<file path="config.mk">
export PLATFORM = sky130hd
export DESIGN_NAME = ansi_half_block_cell_encoder_unit
export DESIGN_NICKNAME = d
export VERILOG_FILES = /design/src/hw/rtl/ahbce_pkg.sv /design/src/hw/rtl/ansi_half_block_cell_encoder_unit.sv /design/src/hw/rtl/ahbce_fifo.sv /design/src/hw/rtl/ahbce_front.sv /design/src/hw/rtl/ahbce_back.sv
export SDC_FILE = /design/constraint.sdc
export NUM_CORES = 1
export LEC_CHECK = 0
export BUFFER_PORTS_ARGS = -buffer_cell sky130_fd_sc_hd__buf_2
export CAP_MARGIN = 5
export CORE_UTILIZATION = 46
export DETAILED_ROUTE_END_ITERATION = 8
export HOLD_SLACK_MARGIN = 0.12
export PLACE_DENSITY = 0.63
export SYNTH_ARGS = -nofsm -noshare
export SYNTH_HDL_FRONTEND = slang
export SYNTH_SLANG_ARGS = --single-unit
</file>
<file path="constraint.sdc">
create_clock -name clock -period 13 [get_ports clock]
set_clock_uncertainty 0.15 [all_clocks]
set_input_delay 2.6 -clock clock [delete_from_list [all_inputs] [get_ports clock]]
set_output_delay 2.6 -clock clock [all_outputs]
set_load 0.03 [all_outputs]
</file>
<file path="src/hw/rtl/ahbce_pkg.sv">
// Shared types, constants and the byte-sequence step table of the half-block cell encoder.
// Depends on nothing; every other file of the encoder imports it.
package ahbce_pkg;

   localparam int DEF_MAX_ROWS = 256;
   localparam int DEF_MAX_COLS = 1024;
   localparam int CMD_DEPTH    = 4;
   localparam int OUT_DEPTH    = 2;

   localparam int ROW_W  = 8;
   localparam int COL_W  = 10;
   localparam int CHAN_W = 8;
   localparam int RGB_W  = 3 * CHAN_W;
   localparam int NUM_W  = COL_W + 1;
   localparam int PC_W   = 6;

   typedef enum logic [1:0] {
      KIND_FRAME_BEGIN = 2'd0,
      KIND_CELL        = 2'd1,
      KIND_FRAME_END   = 2'd2,
      KIND_UNUSED      = 2'd3
   } item_kind_type;

   typedef enum logic [1:0] {
      CMD_SYNC_ON  = 2'd0,
      CMD_SYNC_OFF = 2'd1,
      CMD_CELL     = 2'd2
   } cmd_kind_type;

   typedef struct packed {
      cmd_kind_type      kind;
      logic              need_pos;
      logic              same;
      logic              need_color;
      logic [ROW_W:0]    row1;
      logic [COL_W:0]    col1;
      logic [RGB_W-1:0]  top;
      logic [RGB_W-1:0]  bot;
   } cmd_type;

   typedef enum logic [2:0] {
      SRC_ROW   = 3'd0,
      SRC_COL   = 3'd1,
      SRC_TOP_R = 3'd2,
      SRC_TOP_G = 3'd3,
      SRC_TOP_B = 3'd4,
      SRC_BOT_R = 3'd5,
      SRC_BOT_G = 3'd6,
      SRC_BOT_B = 3'd7
   } num_src_type;

   typedef enum logic [2:0] {
      NXT_STEP      = 3'd0,
      NXT_AFTER_POS = 3'd1,
      NXT_SPACE     = 3'd2,
      NXT_BLOCK     = 3'd3,
      NXT_DONE      = 3'd4
   } step_next_type;

   typedef struct packed {
      logic          is_num;
      num_src_type   src;
      logic [7:0]    lit;
      step_next_type nxt;
   } step_type;

   localparam logic [PC_W-1:0] PC_SYNC_ON  = 6'd0;
   localparam logic [PC_W-1:0] PC_SYNC_OFF = 6'd8;
   localparam logic [PC_W-1:0] PC_POS      = 6'd16;
   localparam logic [PC_W-1:0] PC_BG       = 6'd22;
   localparam logic [PC_W-1:0] PC_FGBG     = 6'd35;
   localparam logic [PC_W-1:0] PC_SPACE    = 6'd59;
   localparam logic [PC_W-1:0] PC_BLOCK    = 6'd60;

   localparam logic [7:0] CH_ESC   = 8'h1B;
   localparam logic [7:0] CH_LBRK  = 8'h5B;
   localparam logic [7:0] CH_QUEST = 8'h3F;
   localparam logic [7:0] CH_SEMI  = 8'h3B;
   localparam logic [7:0] CH_ZERO  = 8'h30;
   localparam logic [7:0] CH_TWO   = 8'h32;
   localparam logic [7:0] CH_THREE = 8'h33;
   localparam logic [7:0] CH_FOUR  = 8'h34;
   localparam logic [7:0] CH_SIX   = 8'h36;
   localparam logic [7:0] CH_EIGHT = 8'h38;
   localparam logic [7:0] CH_H     = 8'h48;
   localparam logic [7:0] CH_LOW_H = 8'h68;
   localparam logic [7:0] CH_LOW_L = 8'h6C;
   localparam logic [7:0] CH_LOW_M = 8'h6D;
   localparam logic [7:0] CH_SPACE = 8'h20;
   localparam logic [7:0] CH_BLK0  = 8'hE2;
   localparam logic [7:0] CH_BLK1  = 8'h96;
   localparam logic [7:0] CH_BLK2  = 8'h80;

   function automatic step_type lit_step(logic [7:0] b, step_next_type nxt);
      step_type s;
      s.is_num = 1'b0;
      s.src    = SRC_ROW;
      s.lit    = b;
      s.nxt    = nxt;
      return s;
   endfunction

   function automatic step_type num_step(num_src_type src);
      step_type s;
      s.is_num = 1'b1;
      s.src    = src;
      s.lit    = CH_ZERO;
      s.nxt    = NXT_STEP;
      return s;
   endfunction

   function automatic step_type step_rom(logic [PC_W-1:0] pc);
      step_type s;
      unique case (pc)
         PC_SYNC_ON + 6'd0:   s = lit_step(CH_ESC, NXT_STEP);
         PC_SYNC_ON + 6'd1:   s = lit_step(CH_LBRK, NXT_STEP);
         PC_SYNC_ON + 6'd2:   s = lit_step(CH_QUEST, NXT_STEP);
         PC_SYNC_ON + 6'd3:   s = lit_step(CH_TWO, NXT_STEP);
         PC_SYNC_ON + 6'd4:   s = lit_step(CH_ZERO, NXT_STEP);
         PC_SYNC_ON + 6'd5:   s = lit_step(CH_TWO, NXT_STEP);
         PC_SYNC_ON + 6'd6:   s = lit_step(CH_SIX, NXT_STEP);
         PC_SYNC_ON + 6'd7:   s = lit_step(CH_LOW_H, NXT_DONE);
         PC_SYNC_OFF + 6'd0:  s = lit_step(CH_ESC, NXT_STEP);
         PC_SYNC_OFF + 6'd1:  s = lit_step(CH_LBRK, NXT_STEP);
         PC_SYNC_OFF + 6'd2:  s = lit_step(CH_QUEST, NXT_STEP);
         PC_SYNC_OFF + 6'd3:  s = lit_step(CH_TWO, NXT_STEP);
         PC_SYNC_OFF + 6'd4:  s = lit_step(CH_ZERO, NXT_STEP);
         PC_SYNC_OFF + 6'd5:  s = lit_step(CH_TWO, NXT_STEP);
         PC_SYNC_OFF + 6'd6:  s = lit_step(CH_SIX, NXT_STEP);
         PC_SYNC_OFF + 6'd7:  s = lit_step(CH_LOW_L, NXT_DONE);
         PC_POS + 6'd0:       s = lit_step(CH_ESC, NXT_STEP);
         PC_POS + 6'd1:       s = lit_step(CH_LBRK, NXT_STEP);
         PC_POS + 6'd2:       s = num_step(SRC_ROW);
         PC_POS + 6'd3:       s = lit_step(CH_SEMI, NXT_STEP);
         PC_POS + 6'd4:       s = num_step(SRC_COL);
         PC_POS + 6'd5:       s = lit_step(CH_H, NXT_AFTER_POS);
         PC_BG + 6'd0:        s = lit_step(CH_ESC, NXT_STEP);
         PC_BG + 6'd1:        s = lit_step(CH_LBRK, NXT_STEP);
         PC_BG + 6'd2:        s = lit_step(CH_FOUR, NXT_STEP);
         PC_BG + 6'd3:        s = lit_step(CH_EIGHT, NXT_STEP);
         PC_BG + 6'd4:        s = lit_step(CH_SEMI, NXT_STEP);
         PC_BG + 6'd5:        s = lit_step(CH_TWO, NXT_STEP);
         PC_BG + 6'd6:        s = lit_step(CH_SEMI, NXT_STEP);
         PC_BG + 6'd7:        s = num_step(SRC_BOT_R);
         PC_BG + 6'd8:        s = lit_step(CH_SEMI, NXT_STEP);
         PC_BG + 6'd9:        s = num_step(SRC_BOT_G);
         PC_BG + 6'd10:       s = lit_step(CH_SEMI, NXT_STEP);
         PC_BG + 6'd11:       s = num_step(SRC_BOT_B);
         PC_BG + 6'd12:       s = lit_step(CH_LOW_M, NXT_SPACE);
         PC_FGBG + 6'd0:      s = lit_step(CH_ESC, NXT_STEP);
         PC_FGBG + 6'd1:      s = lit_step(CH_LBRK, NXT_STEP);
         PC_FGBG + 6'd2:      s = lit_step(CH_THREE, NXT_STEP);
         PC_FGBG + 6'd3:      s = lit_step(CH_EIGHT, NXT_STEP);
         PC_FGBG + 6'd4:      s = lit_step(CH_SEMI, NXT_STEP);
         PC_FGBG + 6'd5:      s = lit_step(CH_TWO, NXT_STEP);
         PC_FGBG + 6'd6:      s = lit_step(CH_SEMI, NXT_STEP);
         PC_FGBG + 6'd7:      s = num_step(SRC_TOP_R);
         PC_FGBG + 6'd8:      s = lit_step(CH_SEMI, NXT_STEP);
         PC_FGBG + 6'd9:      s = num_step(SRC_TOP_G);
         PC_FGBG + 6'd10:     s = lit_step(CH_SEMI, NXT_STEP);
         PC_FGBG + 6'd11:     s = num_step(SRC_TOP_B);
         PC_FGBG + 6'd12:     s = lit_step(CH_SEMI, NXT_STEP);
         PC_FGBG + 6'd13:     s = lit_step(CH_FOUR, NXT_STEP);
         PC_FGBG + 6'd14:     s = lit_step(CH_EIGHT, NXT_STEP);
         PC_FGBG + 6'd15:     s = lit_step(CH_SEMI, NXT_STEP);
         PC_FGBG + 6'd16:     s = lit_step(CH_TWO, NXT_STEP);
         PC_FGBG + 6'd17:     s = lit_step(CH_SEMI, NXT_STEP);
         PC_FGBG + 6'd18:     s = num_step(SRC_BOT_R);
         PC_FGBG + 6'd19:     s = lit_step(CH_SEMI, NXT_STEP);
         PC_FGBG + 6'd20:     s = num_step(SRC_BOT_G);
         PC_FGBG + 6'd21:     s = lit_step(CH_SEMI, NXT_STEP);
         PC_FGBG + 6'd22:     s = num_step(SRC_BOT_B);
         PC_FGBG + 6'd23:     s = lit_step(CH_LOW_M, NXT_BLOCK);
         PC_SPACE:            s = lit_step(CH_SPACE, NXT_DONE);
         PC_BLOCK + 6'd0:     s = lit_step(CH_BLK0, NXT_STEP);
         PC_BLOCK + 6'd1:     s = lit_step(CH_BLK1, NXT_STEP);
         PC_BLOCK + 6'd2:     s = lit_step(CH_BLK2, NXT_DONE);
         default:             s = lit_step(CH_SPACE, NXT_DONE);
      endcase
      return s;
   endfunction

endpackage

</file>
<file path="src/hw/rtl/ansi_half_block_cell_encoder_unit.sv">
// Top level of the ANSI truecolor half-block cell encoder: front end, command queue,
// back end and output queue. Depends on ahbce_pkg, ahbce_front, ahbce_fifo, ahbce_back.
//
// Usage: requests enter on a queue-style port (push/full); a request is taken at a clock
// edge with push high and full low. Frame begin emits the synchronized-update start
// sequence, frame end the end sequence, and a cell emits an optional cursor move, an
// optional color sequence and then a space or the upper half block. Requests of the
// unused kind or cells off the screen produce no bytes.
// Results leave one byte at a time on a queue-style port (empty/pop); rsp_last_byte marks
// the final byte of each request.
// A request is registered in the command queue and its first byte then in the output queue.
// Throughput: one byte per cycle while the output queue has room; a request emits 1 to 50
// bytes, and a frame marker emits 8. The back end digit unit emits each decimal digit as a
// byte of its own. The four-entry command queue lets the front end take new requests while
// the back end is still emitting.
// Reset clears the tracked cursor and colors and both queues.
// When the receiver holds pop low, the output queue fills, the back end stalls, then the
// command queue fills and full rises; nothing is dropped.
module ansi_half_block_cell_encoder_unit #(
   parameter int MAX_ROWS = ahbce_pkg::DEF_MAX_ROWS,
   parameter int MAX_COLS = ahbce_pkg::DEF_MAX_COLS
) (
   input  logic                          clock,
   input  logic                          reset,
   input  logic                          push,
   output logic                          full,
   input  logic [1:0]                    req_type,
   input  logic [ahbce_pkg::ROW_W-1:0]   req_cell_row,
   input  logic [ahbce_pkg::COL_W-1:0]   req_cell_col,
   input  logic [ahbce_pkg::CHAN_W-1:0]  req_top_red,
   input  logic [ahbce_pkg::CHAN_W-1:0]  req_top_green,
   input  logic [ahbce_pkg::CHAN_W-1:0]  req_top_blue,
   input  logic [ahbce_pkg::CHAN_W-1:0]  req_bottom_red,
   input  logic [ahbce_pkg::CHAN_W-1:0]  req_bottom_green,
   input  logic [ahbce_pkg::CHAN_W-1:0]  req_bottom_blue,
   output logic                          empty,
   input  logic                          pop,
   output logic [7:0]                    rsp_out_byte,
   output logic                          rsp_last_byte
);
   import ahbce_pkg::*;

   localparam int OutW = 9;

   logic             cmd_push, cmd_full, cmd_empty, cmd_pop;
   cmd_type          cmd_wr, cmd_rd;
   logic             out_push, out_full, out_last;
   logic [7:0]       out_byte;
   logic [OutW-1:0]  out_rd;

   ahbce_front #(
      .MAX_ROWS (MAX_ROWS),
      .MAX_COLS (MAX_COLS)
   ) u_front (
      .clock        (clock),
      .reset        (reset),
      .push         (push),
      .full         (full),
      .req_type     (req_type),
      .req_cell_row (req_cell_row),
      .req_cell_col (req_cell_col),
      .top_rgb      ({req_top_red, req_top_green, req_top_blue}),
      .bot_rgb      ({req_bottom_red, req_bottom_green, req_bottom_blue}),
      .cmd_push     (cmd_push),
      .cmd          (cmd_wr),
      .cmd_full     (cmd_full)
   );

   ahbce_fifo #(
      .Width ($bits(cmd_type)),
      .Depth (CMD_DEPTH)
   ) u_cmd_queue (
      .clock   (clock),
      .reset   (reset),
      .wr_en   (cmd_push),
      .wr_data (cmd_wr),
      .full    (cmd_full),
      .rd_en   (cmd_pop),
      .rd_data (cmd_rd),
      .empty   (cmd_empty)
   );

   ahbce_back u_back (
      .clock     (clock),
      .reset     (reset),
      .cmd_valid (!cmd_empty),
      .cmd       (cmd_rd),
      .cmd_pop   (cmd_pop),
      .out_full  (out_full),
      .out_push  (out_push),
      .out_byte  (out_byte),
      .out_last  (out_last)
   );

   ahbce_fifo #(
      .Width (OutW),
      .Depth (OUT_DEPTH)
   ) u_out_queue (
      .clock   (clock),
      .reset   (reset),
      .wr_en   (out_push),
      .wr_data ({out_byte, out_last}),
      .full    (out_full),
      .rd_en   (pop),
      .rd_data (out_rd),
      .empty   (empty)
   );

   assign rsp_out_byte  = out_rd[OutW-1:1];
   assign rsp_last_byte = out_rd[0];

endmodule

</file>
<file path="src/hw/rtl/ahbce_fifo.sv">
// Small register-file queue with full and empty flags, used for commands and output bytes.
// Depends on ahbce_pkg for default sizes.
module ahbce_fifo #(
   parameter int Width = 9,
   parameter int Depth = ahbce_pkg::OUT_DEPTH
) (
   input  logic             clock,
   input  logic             reset,
   input  logic             wr_en,
   input  logic [Width-1:0] wr_data,
   output logic             full,
   input  logic             rd_en,
   output logic [Width-1:0] rd_data,
   output logic             empty
);
   import ahbce_pkg::*;

   localparam int PtrW = (Depth > 1) ? $clog2(Depth) : 1;
   localparam int CntW = $clog2(Depth + 1);
   localparam logic [PtrW-1:0] LastPtr = PtrW'(Depth - 1);
   localparam logic [CntW-1:0] FullCnt = CntW'(Depth);

   logic [Width-1:0] mem_ff [Depth];
   logic [PtrW-1:0]  wr_ptr_ff, wr_ptr_in;
   logic [PtrW-1:0]  rd_ptr_ff, rd_ptr_in;
   logic [CntW-1:0]  count_ff, count_in;
   logic             do_wr, do_rd;

   assign full    = (count_ff == FullCnt);
   assign empty   = (count_ff == '0);
   assign do_wr   = wr_en && !full;
   assign do_rd   = rd_en && !empty;
   assign rd_data = mem_ff[rd_ptr_ff];

   always_comb begin
      wr_ptr_in = wr_ptr_ff;
      rd_ptr_in = rd_ptr_ff;
      count_in  = count_ff;
      if (do_wr) begin
         wr_ptr_in = (wr_ptr_ff == LastPtr) ? '0 : wr_ptr_ff + 1'b1;
      end
      if (do_rd) begin
         rd_ptr_in = (rd_ptr_ff == LastPtr) ? '0 : rd_ptr_ff + 1'b1;
      end
      if (do_wr && !do_rd) begin
         count_in = count_ff + 1'b1;
      end else if (do_rd && !do_wr) begin
         count_in = count_ff - 1'b1;
      end
   end

   always_ff @(posedge clock) begin
      if (reset) begin
         wr_ptr_ff <= '0;
         rd_ptr_ff <= '0;
         count_ff  <= '0;
      end else begin
         wr_ptr_ff <= wr_ptr_in;
         rd_ptr_ff <= rd_ptr_in;
         count_ff  <= count_in;
      end
   end

   always_ff @(posedge clock) begin
      if (do_wr) begin
         mem_ff[wr_ptr_ff] <= wr_data;
      end
   end

endmodule

</file>
<file path="src/hw/rtl/ahbce_front.sv">
// Front end: accepts requests, tracks cursor and colors, and issues at most one command per request.
// Depends on ahbce_pkg for the command type and item kinds.
module ahbce_front #(
   parameter int MAX_ROWS = ahbce_pkg::DEF_MAX_ROWS,
   parameter int MAX_COLS = ahbce_pkg::DEF_MAX_COLS
) (
   input  logic                          clock,
   input  logic                          reset,
   input  logic                          push,
   output logic                          full,
   input  logic [1:0]                    req_type,
   input  logic [ahbce_pkg::ROW_W-1:0]   req_cell_row,
   input  logic [ahbce_pkg::COL_W-1:0]   req_cell_col,
   input  logic [ahbce_pkg::RGB_W-1:0]   top_rgb,
   input  logic [ahbce_pkg::RGB_W-1:0]   bot_rgb,
   output logic                          cmd_push,
   output ahbce_pkg::cmd_type            cmd,
   input  logic                          cmd_full
);
   import ahbce_pkg::*;

   localparam logic [ROW_W:0] RowLimit = (ROW_W + 1)'(MAX_ROWS);
   localparam logic [COL_W:0] ColLimit = (COL_W + 1)'(MAX_COLS);

   logic [ROW_W-1:0] cur_row_ff, cur_row_in;
   logic [COL_W:0]   cur_col_ff, cur_col_in;
   logic             cur_known_ff, cur_known_in;
   logic [RGB_W-1:0] fore_ff, fore_in;
   logic             fore_known_ff, fore_known_in;
   logic [RGB_W-1:0] back_ff, back_in;
   logic             back_known_ff, back_known_in;

   logic             accept;
   logic             in_range;
   logic             same;
   logic             back_diff;
   logic             need_color;
   item_kind_type    kind;

   assign full   = cmd_full;
   assign accept = push && !cmd_full;
   assign kind   = item_kind_type'(req_type);

   assign in_range   = ({1'b0, req_cell_row} < RowLimit) && ({1'b0, req_cell_col} < ColLimit);
   assign same       = (top_rgb == bot_rgb);
   assign back_diff  = !back_known_ff || (back_ff != bot_rgb);
   assign need_color = same ? back_diff
                            : (back_diff || !fore_known_ff || (fore_ff != top_rgb));

   always_comb begin
      cur_row_in    = cur_row_ff;
      cur_col_in    = cur_col_ff;
      cur_known_in  = cur_known_ff;
      fore_in       = fore_ff;
      fore_known_in = fore_known_ff;
      back_in       = back_ff;
      back_known_in = back_known_ff;
      cmd_push      = 1'b0;

      cmd.kind       = CMD_CELL;
      cmd.need_pos   = !cur_known_ff || (req_cell_row != cur_row_ff) ||
                       ({1'b0, req_cell_col} != cur_col_ff);
      cmd.same       = same;
      cmd.need_color = need_color;
      cmd.row1       = {1'b0, req_cell_row} + 1'b1;
      cmd.col1       = {1'b0, req_cell_col} + 1'b1;
      cmd.top        = top_rgb;
      cmd.bot        = bot_rgb;

      if (accept) begin
         unique case (kind)
            KIND_FRAME_BEGIN: begin
               cmd.kind      = CMD_SYNC_ON;
               cmd_push      = 1'b1;
               cur_known_in  = 1'b0;
               fore_known_in = 1'b0;
               back_known_in = 1'b0;
            end
            KIND_FRAME_END: begin
               cmd.kind = CMD_SYNC_OFF;
               cmd_push = 1'b1;
            end
            KIND_CELL: begin
               if (in_range) begin
                  cmd_push     = 1'b1;
                  cur_row_in   = req_cell_row;
                  cur_col_in   = cmd.col1;
                  cur_known_in = 1'b1;
                  if (need_color) begin
                     back_in       = bot_rgb;
                     back_known_in = 1'b1;
                     if (!same) begin
                        fore_in       = top_rgb;
                        fore_known_in = 1'b1;
                     end
                  end
               end
            end
            KIND_UNUSED: begin
               cmd_push = 1'b0;
            end
         endcase
      end
   end

   always_ff @(posedge clock) begin
      if (reset) begin
         cur_known_ff  <= 1'b0;
         fore_known_ff <= 1'b0;
         back_known_ff <= 1'b0;
      end else begin
         cur_known_ff  <= cur_known_in;
         fore_known_ff <= fore_known_in;
         back_known_ff <= back_known_in;
      end
   end

   always_ff @(posedge clock) begin
      cur_row_ff <= cur_row_in;
      cur_col_ff <= cur_col_in;
      fore_ff    <= fore_in;
      back_ff    <= back_in;
   end

endmodule

</file>
<file path="src/hw/rtl/ahbce_back.sv">
// Back end: walks the step table for the head command and emits one byte per cycle while
// out_full is low, expanding decimal numbers one digit per cycle. Depends on ahbce_pkg.
module ahbce_back (
   input  logic               clock,
   input  logic               reset,
   input  logic               cmd_valid,
   input  ahbce_pkg::cmd_type cmd,
   output logic               cmd_pop,
   input  logic               out_full,
   output logic               out_push,
   output logic [7:0]         out_byte,
   output logic               out_last
);
   import ahbce_pkg::*;

   localparam int WideW = NUM_W + 3;

   logic              active_ff, active_in;
   logic [PC_W-1:0]   pc_ff, pc_in;
   logic              in_num_ff, in_num_in;
   logic [NUM_W-1:0]  rem_ff, rem_in;
   logic [1:0]        place_ff, place_in;

   logic              go;
   logic [PC_W-1:0]   color_pc, start_pc, pc_cur;
   step_type          step;
   logic [NUM_W-1:0]  src_val, r_cur;
   logic [1:0]        src_mag, p_cur;
   logic [WideW-1:0]  pw, sub;
   logic [3:0]        digit;
   logic              step_done;

   function automatic logic [1:0] magnitude(logic [NUM_W-1:0] v);
      logic [1:0] m;
      if (v >= NUM_W'(1000)) begin
         m = 2'd3;
      end else if (v >= NUM_W'(100)) begin
         m = 2'd2;
      end else if (v >= NUM_W'(10)) begin
         m = 2'd1;
      end else begin
         m = 2'd0;
      end
      return m;
   endfunction

   assign go = cmd_valid && !out_full;

   always_comb begin
      if (cmd.same) begin
         color_pc = cmd.need_color ? PC_BG : PC_SPACE;
      end else begin
         color_pc = cmd.need_color ? PC_FGBG : PC_BLOCK;
      end
      unique case (cmd.kind)
         CMD_SYNC_ON:  start_pc = PC_SYNC_ON;
         CMD_SYNC_OFF: start_pc = PC_SYNC_OFF;
         default:      start_pc = cmd.need_pos ? PC_POS : color_pc;
      endcase
   end

   assign pc_cur = active_ff ? pc_ff : start_pc;
   assign step   = step_rom(pc_cur);

   always_comb begin
      unique case (step.src)
         SRC_ROW:   src_val = NUM_W'(cmd.row1);
         SRC_COL:   src_val = cmd.col1;
         SRC_TOP_R: src_val = NUM_W'(cmd.top[23:16]);
         SRC_TOP_G: src_val = NUM_W'(cmd.top[15:8]);
         SRC_TOP_B: src_val = NUM_W'(cmd.top[7:0]);
         SRC_BOT_R: src_val = NUM_W'(cmd.bot[23:16]);
         SRC_BOT_G: src_val = NUM_W'(cmd.bot[15:8]);
         SRC_BOT_B: src_val = NUM_W'(cmd.bot[7:0]);
      endcase
   end

   assign src_mag = magnitude(src_val);
   assign r_cur   = in_num_ff ? rem_ff : src_val;
   assign p_cur   = in_num_ff ? place_ff : src_mag;

   always_comb begin
      unique case (p_cur)
         2'd0: pw = WideW'(1);
         2'd1: pw = WideW'(10);
         2'd2: pw = WideW'(100);
         2'd3: pw = WideW'(1000);
      endcase
      digit = 4'd0;
      sub   = '0;
      for (int j = 1; j < 10; j++) begin
         if ({3'b000, r_cur} >= WideW'(j) * pw) begin
            digit = 4'(j);
            sub   = WideW'(j) * pw;
         end
      end
   end

   assign step_done = !step.is_num || (p_cur == 2'd0);
   assign out_byte  = step.is_num ? (CH_ZERO + {4'b0000, digit}) : step.lit;
   assign out_last  = step_done && (step.nxt == NXT_DONE);
   assign out_push  = go;
   assign cmd_pop   = go && out_last;

   always_comb begin
      active_in = active_ff;
      pc_in     = pc_ff;
      in_num_in = in_num_ff;
      rem_in    = rem_ff;
      place_in  = place_ff;
      if (go) begin
         if (!step_done) begin
            in_num_in = 1'b1;
            rem_in    = r_cur - sub[NUM_W-1:0];
            place_in  = p_cur - 1'b1;
            pc_in     = pc_cur;
            active_in = 1'b1;
         end else begin
            in_num_in = 1'b0;
            active_in = 1'b1;
            unique case (step.nxt)
               NXT_STEP:      pc_in = pc_cur + 1'b1;
               NXT_AFTER_POS: pc_in = color_pc;
               NXT_SPACE:     pc_in = PC_SPACE;
               NXT_BLOCK:     pc_in = PC_BLOCK;
               default:       active_in = 1'b0;
            endcase
         end
      end
   end

   always_ff @(posedge clock) begin
      if (reset) begin
         active_ff <= 1'b0;
         in_num_ff <= 1'b0;
         pc_ff     <= '0;
      end else begin
         active_ff <= active_in;
         in_num_ff <= in_num_in;
         pc_ff     <= pc_in;
      end
   end

   always_ff @(posedge clock) begin
      rem_ff   <= rem_in;
      place_ff <= place_in;
   end

endmodule

</file>
# Word level (Yosys, flattened, before mapping)
# Memory sizes are Yosys's and may differ from the RTL's. A register that Yosys moved wholly into a read port is not among the register bits.
# Cells that the tools add are included.
# W data, S select, Z words.
[word_totals]
output_inout_bits = 11
inputBits = 72
ff_bits = 102
n_memories = 3
wordCells = 198
rom_bits = 960
ram_bits = 310
[op_classes]
n_mux = 64
eq_ne = 30
magnitude_cmp = 12
n_bitwise = 2
add_sub_neg = 14
n_mul = 5
n_reduce_logical = 50
[mem_list]
columns = ["name", "depth", "width", "rd", "rd_ports_with_merged_regs", "write_ports", "line_no", "text"]
rows = [
  ["(name not given)", 64, 15, 1, 0, 0, "ahbce_pkg.sv:114", "unique case (pc)"],
  ["u_cmd_queue.mem_ff", 4, 73, 1, 1, 1, "ahbce_fifo.sv:23", "logic [Width-1:0] mem_ff [Depth];"],
  ["u_out_queue.mem_ff", 2, 9, 1, 1, 1, "ahbce_fifo.sv:23", ""],
]
[ops]
columns = ["cell", "n"]
rows = [
  ["$ge A11 B14 Y1", 9],
  ["$mux W11", 10],
  ["$pmux W11 S8", 1],
  ["$pmux W14 S4", 1],
  ["$ne A24 B24 Y1", 2],
  ["$mux W6", 5],
  ["$mul A3 B14 Y14 const A", 2],
  ["$eq A24 B24 Y1", 1],
  ["$mux W2", 12],
  ["$pmux W6 S4", 1],
  ["$eq A3 B3 Y1 const B", 6],
  ["$mux W1", 18],
  ["$mux W3", 6],
  ["$eq A2 B2 Y1 const B", 7],
  ["$mul A2 B14 Y13 const A", 1],
  ["$mul A2 B14 Y14 const A", 1],
  ["$mul A4 B14 Y14 const A", 1],
  ["$eq A3 B2 Y1 const B", 4],
  ["$logic_and A1 B1 Y1", 12],
  ["$logic_not A1 Y1", 12],
  ["$pmux W6 S2", 1],
  ["$add A10 B1 Y11 const B", 1],
  ["$ge A11 B10 Y1 const B", 1],
  ["$ge A11 B4 Y1 const B", 1],
  ["32 further kinds", 61],
]

# Logic depth before layout (Yosys ltp)
# An unclocked memory read counts as a cell.
[logic_depth]
ltp_word = 27
depth_mapped = 62
ltp_nobuf = 50

# By module
# A second synthesis with hierarchy kept.
[hier_totals]
hier_cells = 1643
hier_area_um2 = 21854.7
[by_module_without_submodules]
columns = ["module", "n_inst", "cells_each", "area_each_um2"]
rows = [
  ["ahbce_fifo (u_cmd_queue)", 1, 431, 11033.1],
  ["ahbce_back", 1, 838, 6069.6],
  ["ahbce_front", 1, 320, 3883.7],
  ["ahbce_fifo (u_out_queue)", 1, 53, 864.6],
  ["ansi_half_block_cell_encoder_unit", 1, 1, 3.8],
]

# Worst setup path before layout
# No wires, ideal clock.
[synth_path]
path_kind = "flip-flop to flip-flop"
from = "register with a tool-made name"
to = "register u_back.rem_ff[10] (data pin)"
slack_ps = 1082
arrival_ps = 11509
path_stages_with_launch = 58
required_ps = 12590
setup_ps = 260
synth_period_minus_slack_ps = 11918
path_buffers = 9
path_cell_list = "dfxtp_1 buf_6 buf_6 buf_2 buf_2 buf_1 mux4_2 inv_1 ha_1 inv_1 nor2_1 a22oi_1 inv_2 ha_1 clkbuf_1 and2_1 o21ai_0 nor2_1 (+22 left out) o21a_1 nor4_1 or3_1 clkbuf_1 nand4_1 a311o_1 a31oi_1 ha_1 o21ai_0 nand2b_1 a21o_1 a21o_1 a21o_1 a21o_1 a21o_1 a21oi_1 xnor2_1 xnor2_1"
[synth_rtl]
columns = ["item", "line_no", "text"]
rows = [
  ["end signal, assigned", "ahbce_back.sv:145", "rem_ff <= rem_in;"],
  ["end, declared", "ahbce_back.sv:21", "logic [NUM_W-1:0] rem_ff, rem_in;"],
]

==> summary.txt <==
Synth
  • Ys Warns: 0
  • Synth Cell Area: 21480 sq um
  • Sequential area share after synthesis: 56.86%
  • Unique cell type count in the Yosys netlist: 99
  • Register bit total from synthesis: 415
  • Syn_area_per_cell: 13.43 sq um
  • Adder-cell area share of the yosys netlist: 5.697%
  • Post-synth net total: 1767
  • Post-Synth Simple-Gate Area: 9.653%
  • Ys flop type: edfxtp_1
  • Synth Instances: 1599
  • Asr flop ratio synth: 0%
  • Post-synth EDFFs: 390
  • Post-synthesis xor/xnor area fraction: 5.173%
  • Compound-Gate Fraction of Synth Area: 11.40%
  • Post-synthesis mux area share: 8.919%
  • Combinational family with the most area after synthesis: compound AO/OA/AOI/OAI gates

Layout
  • Net count, final: 1863
  • Finished Core Util: 52.56%
  • Commonest cells after routing, fill and taps aside: 390 x edfxtp_1, 103 x nor2_1, 92 x nand2_1
  • Most common cell after layout, fill and taps aside: edfxtp_1
  • Diode count: 0
  • Finished Layout Cells: 2328
  • Syn-to-layout area delta: 11.78%
  • Post-route cell area: 24010 sq um
  • Share of cells above drive strength 1: 17.94%

CTS
  • Num CTS Buffers: 43
  • CTS tree: yes
  • CTS root buffer: clkbuf_16
  • Clk slew on worst S/H paths: 60 ps
  • Skew-Pair Late Insertion Delay: 580 ps
  • Clock buffer depth: 3
  • Htree depth: 2
  • Clock sinks: 415

Global route
  • Vias in the first global route: 13709
  • First-pass GRT wire length: 85150 um
  • Global Route Usage Sum: 23.90%
  • Initial antenna violation count: 0
  • Overflow after GRT: 0
  • Largest net degree at the start of global routing: 61

Setup path
  • Crit Reg-Reg Endpoint: u_back.rem_ff[10]$_DFFE_PP_
  • CP arrival: 12270 ps
  • R2R cell count: 50
  • R2R Setup Slk: 910 ps
  • Slowest-stage cell, CP: dfxtp_4
  • Kind of critical path: register to register
  • Worst path max stage delay: 570 ps
  • CP max FO: 24
  • WP data required: 13170 ps
  • CP startpoint kind: register
  • Critical Path Most Common Cell: o21a_1
  • Critical Path End Type: register

Place
  • Gpl congestion: 0.8998
  • Buffers on Ports: 82
  • # placed instances: 2250
  • HPWL after detailed placement: 39280 um
  • Setup Slack @ Placement: 791.5 ps
  • Placed cell area: 22600 sq um

Min path
  • Hold WC Path Type: register to register
  • Worst hold path depth: 2
  • Hold Crit Endpoint: u_out_queue.rd_ptr_ff$_SDFFE_PP0P_
  • Hold path start: u_out_queue.rd_ptr_ff$_SDFFE_PP0P_

Pwr
  • Leak pwr: 8.342 nW
  • Power Dens Cells: 204.1 nW/um^2
  • Sequential share of power: 33.7%
  • Logic pwr share: 41.5%
  • Total Power: 4.901 mW
  • Part of the power in the clock network: 24.8%
  • VDD IR-drop max: 0.0001440 V
  • Sw Ratio: 36.43%
  • P_int: 3.116 mW
  • NetSw: 1.785 mW

Die
  • Die Span X: 218.1 um
  • Total core area: 45670 sq um
  • # rows: 78
  • Die height: 218.1 um
  • Total Die Area: 47560 sq um
  • Num ports: 83
  • Initial Util: 47.02%

STA
  • Final setup fails: 0
  • Hold Fails Final Rpt: 0
  • Final worst-path setup slack: 907.8 ps
  • RSZ-0062 raised after global routing: false
  • Max_slew headroom: 25.51%
  • Hold_ws: 369.4 ps
  • Minimum clock period: 12090 ps
  • Period utilization: 93.02%
  • Fmax achieved: 82.70 MHz
  • Post-Route Setup TNS: 0 ps
  • Slew Viols, Final: 0
  • Tightest Pin Transition: 1113 ps

Drt
  • Router iterations before antenna repair: 7
  • Wire per inst: 23.98 um
  • Initial drt markers: 1335
  • Routed WL: 55820 um
  • DRC errors left: 0
  • Antenna viol nets, final: 0
  • Via/cell ratio: 6.052
  • Vias post-DR: 14090

Outcome
  • Outcome: finished clean

Flow run
  • MaxCap Viol Count: 0
[cells by family after synthesis]
family                     count (synthesis)
and+or+nand+nor                          414
DFF                                      415
muxes                                     96
adders and majority gates                 96
xor gates and xnor gates                 126
buffers and inverters                    112
AOI/OAI and AO/OA                        340
[final cells by class]
class | instances | area (sq um)
clock inverter | 23 | 244.0
fill | 3827 | 21670
clock buffer | 55 | 1152
multi-input combinational | 1072 | 8797
inverter | 47 | 178.9
timing repair buffer | 116 | 665.6
tap | 600 | 750.7
sequential | 415 | 12220
[state kept, by name, indices dropped and copies added, names as in the netlist, 2 cells and up, named ones only]
register	flops
u_cmd_queue.rd_ptr_ff	2
u_front.fore_ff	24
u_back.rem_ff	11
u_cmd_queue.mem_ff	292
u_back.pc_ff	6
u_back.place_ff	2
u_out_queue.count_ff	2
u_cmd_queue.wr_ptr_ff	2
u_front.cur_row_ff	8
u_front.cur_col_ff	11
u_cmd_queue.count_ff	3
u_out_queue.mem_ff	18
u_front.back_ff	24
[power by group through the flow]
stage          Combinational (mW)  Sequential [mW]  Clock (mW)
6_report                     2.04             1.65        1.21
4_1_cts                      2.01             1.65        1.24
2_1_floorplan                1.41             1.66           0
3_3_place_gp                 2.01             1.68           0
3_5_place_dp                 1.98             1.68           0
5_1_grt                      2.22             1.66        1.29
[layer usage]
metal | vias up | routed length [um] | GRT usage, %
met5 | - | 0 | 0
met4 | 0 | 1333 | 7.040
met3 | 84 | 3173 | 3.264
met2 | 517 | 26350 | 38.16
met1 | 7044 | 24970 | 34.00
li1 | 6445 | - | -
[Yosys cell counts, drive strengths merged (9+ instances only)]
cell type    n  area share (%)
o21ai       59             1.4
dfxtp       25             2.3
nor2       107             2.0
o22ai       11            0.32
nand4       36             1.0
a211oi      17            0.59
nand2       93             1.6
a21oi       71             1.7
nor3        35            0.84
a31oi       11            0.35
xnor2       71             2.9
ha          93             5.4
o21a        22            0.77
xor2        55             2.2
nor4        18            0.52
o31ai        9            0.43
nand3       35            0.82
nand2b      24            0.70
or3         10            0.29
a21o        32             1.1
edfxtp     390              55
clkbuf      33            0.58
and2        12            0.36
nor2b       15            0.44
and3        12            0.35
buf         32            0.89
mux2        13            0.68
mux4        75             7.9
inv         45            0.80
[worst max-delay path: cells and delay by family (launching register included)]
family                     cells  cell delay [ps]
DFF                            1              570
adders and majority gates      7             2310
AOI/OAI and AO/OA             23             4750
and+or+nand+nor               11             2310
xor gates and xnor gates       2              280
muxes                          1              460
buffers and inverters          6             1000
[worst max path at each step]
stage | start | depth (start not counted) | endpoint | slack, ps
6_report | register | 50 | u_back.rem_ff[10]$_DFFE_PP_ | 910
5_1_grt | register | 50 | u_back.rem_ff[10]$_DFFE_PP_ | 20
4_1_cts | register | 47 | u_back.rem_ff[10]$_DFFE_PP_ | 760
3_5_place_dp | register | 44 | u_back.rem_ff[10]$_DFFE_PP_ | 790
3_3_place_gp | register | 44 | u_back.rem_ff[10]$_DFFE_PP_ | 880
2_1_floorplan | register | 57 | u_back.rem_ff[10]$_DFFE_PP_ | 1080
[what timing repair did]
action                                  CTS  global route
buffers inserted                          0             0
endpoints found under the setup margin    0             2
hold buffers                              0             0
resized for setup                         0             5
Power figures use the tool's default switching activity.
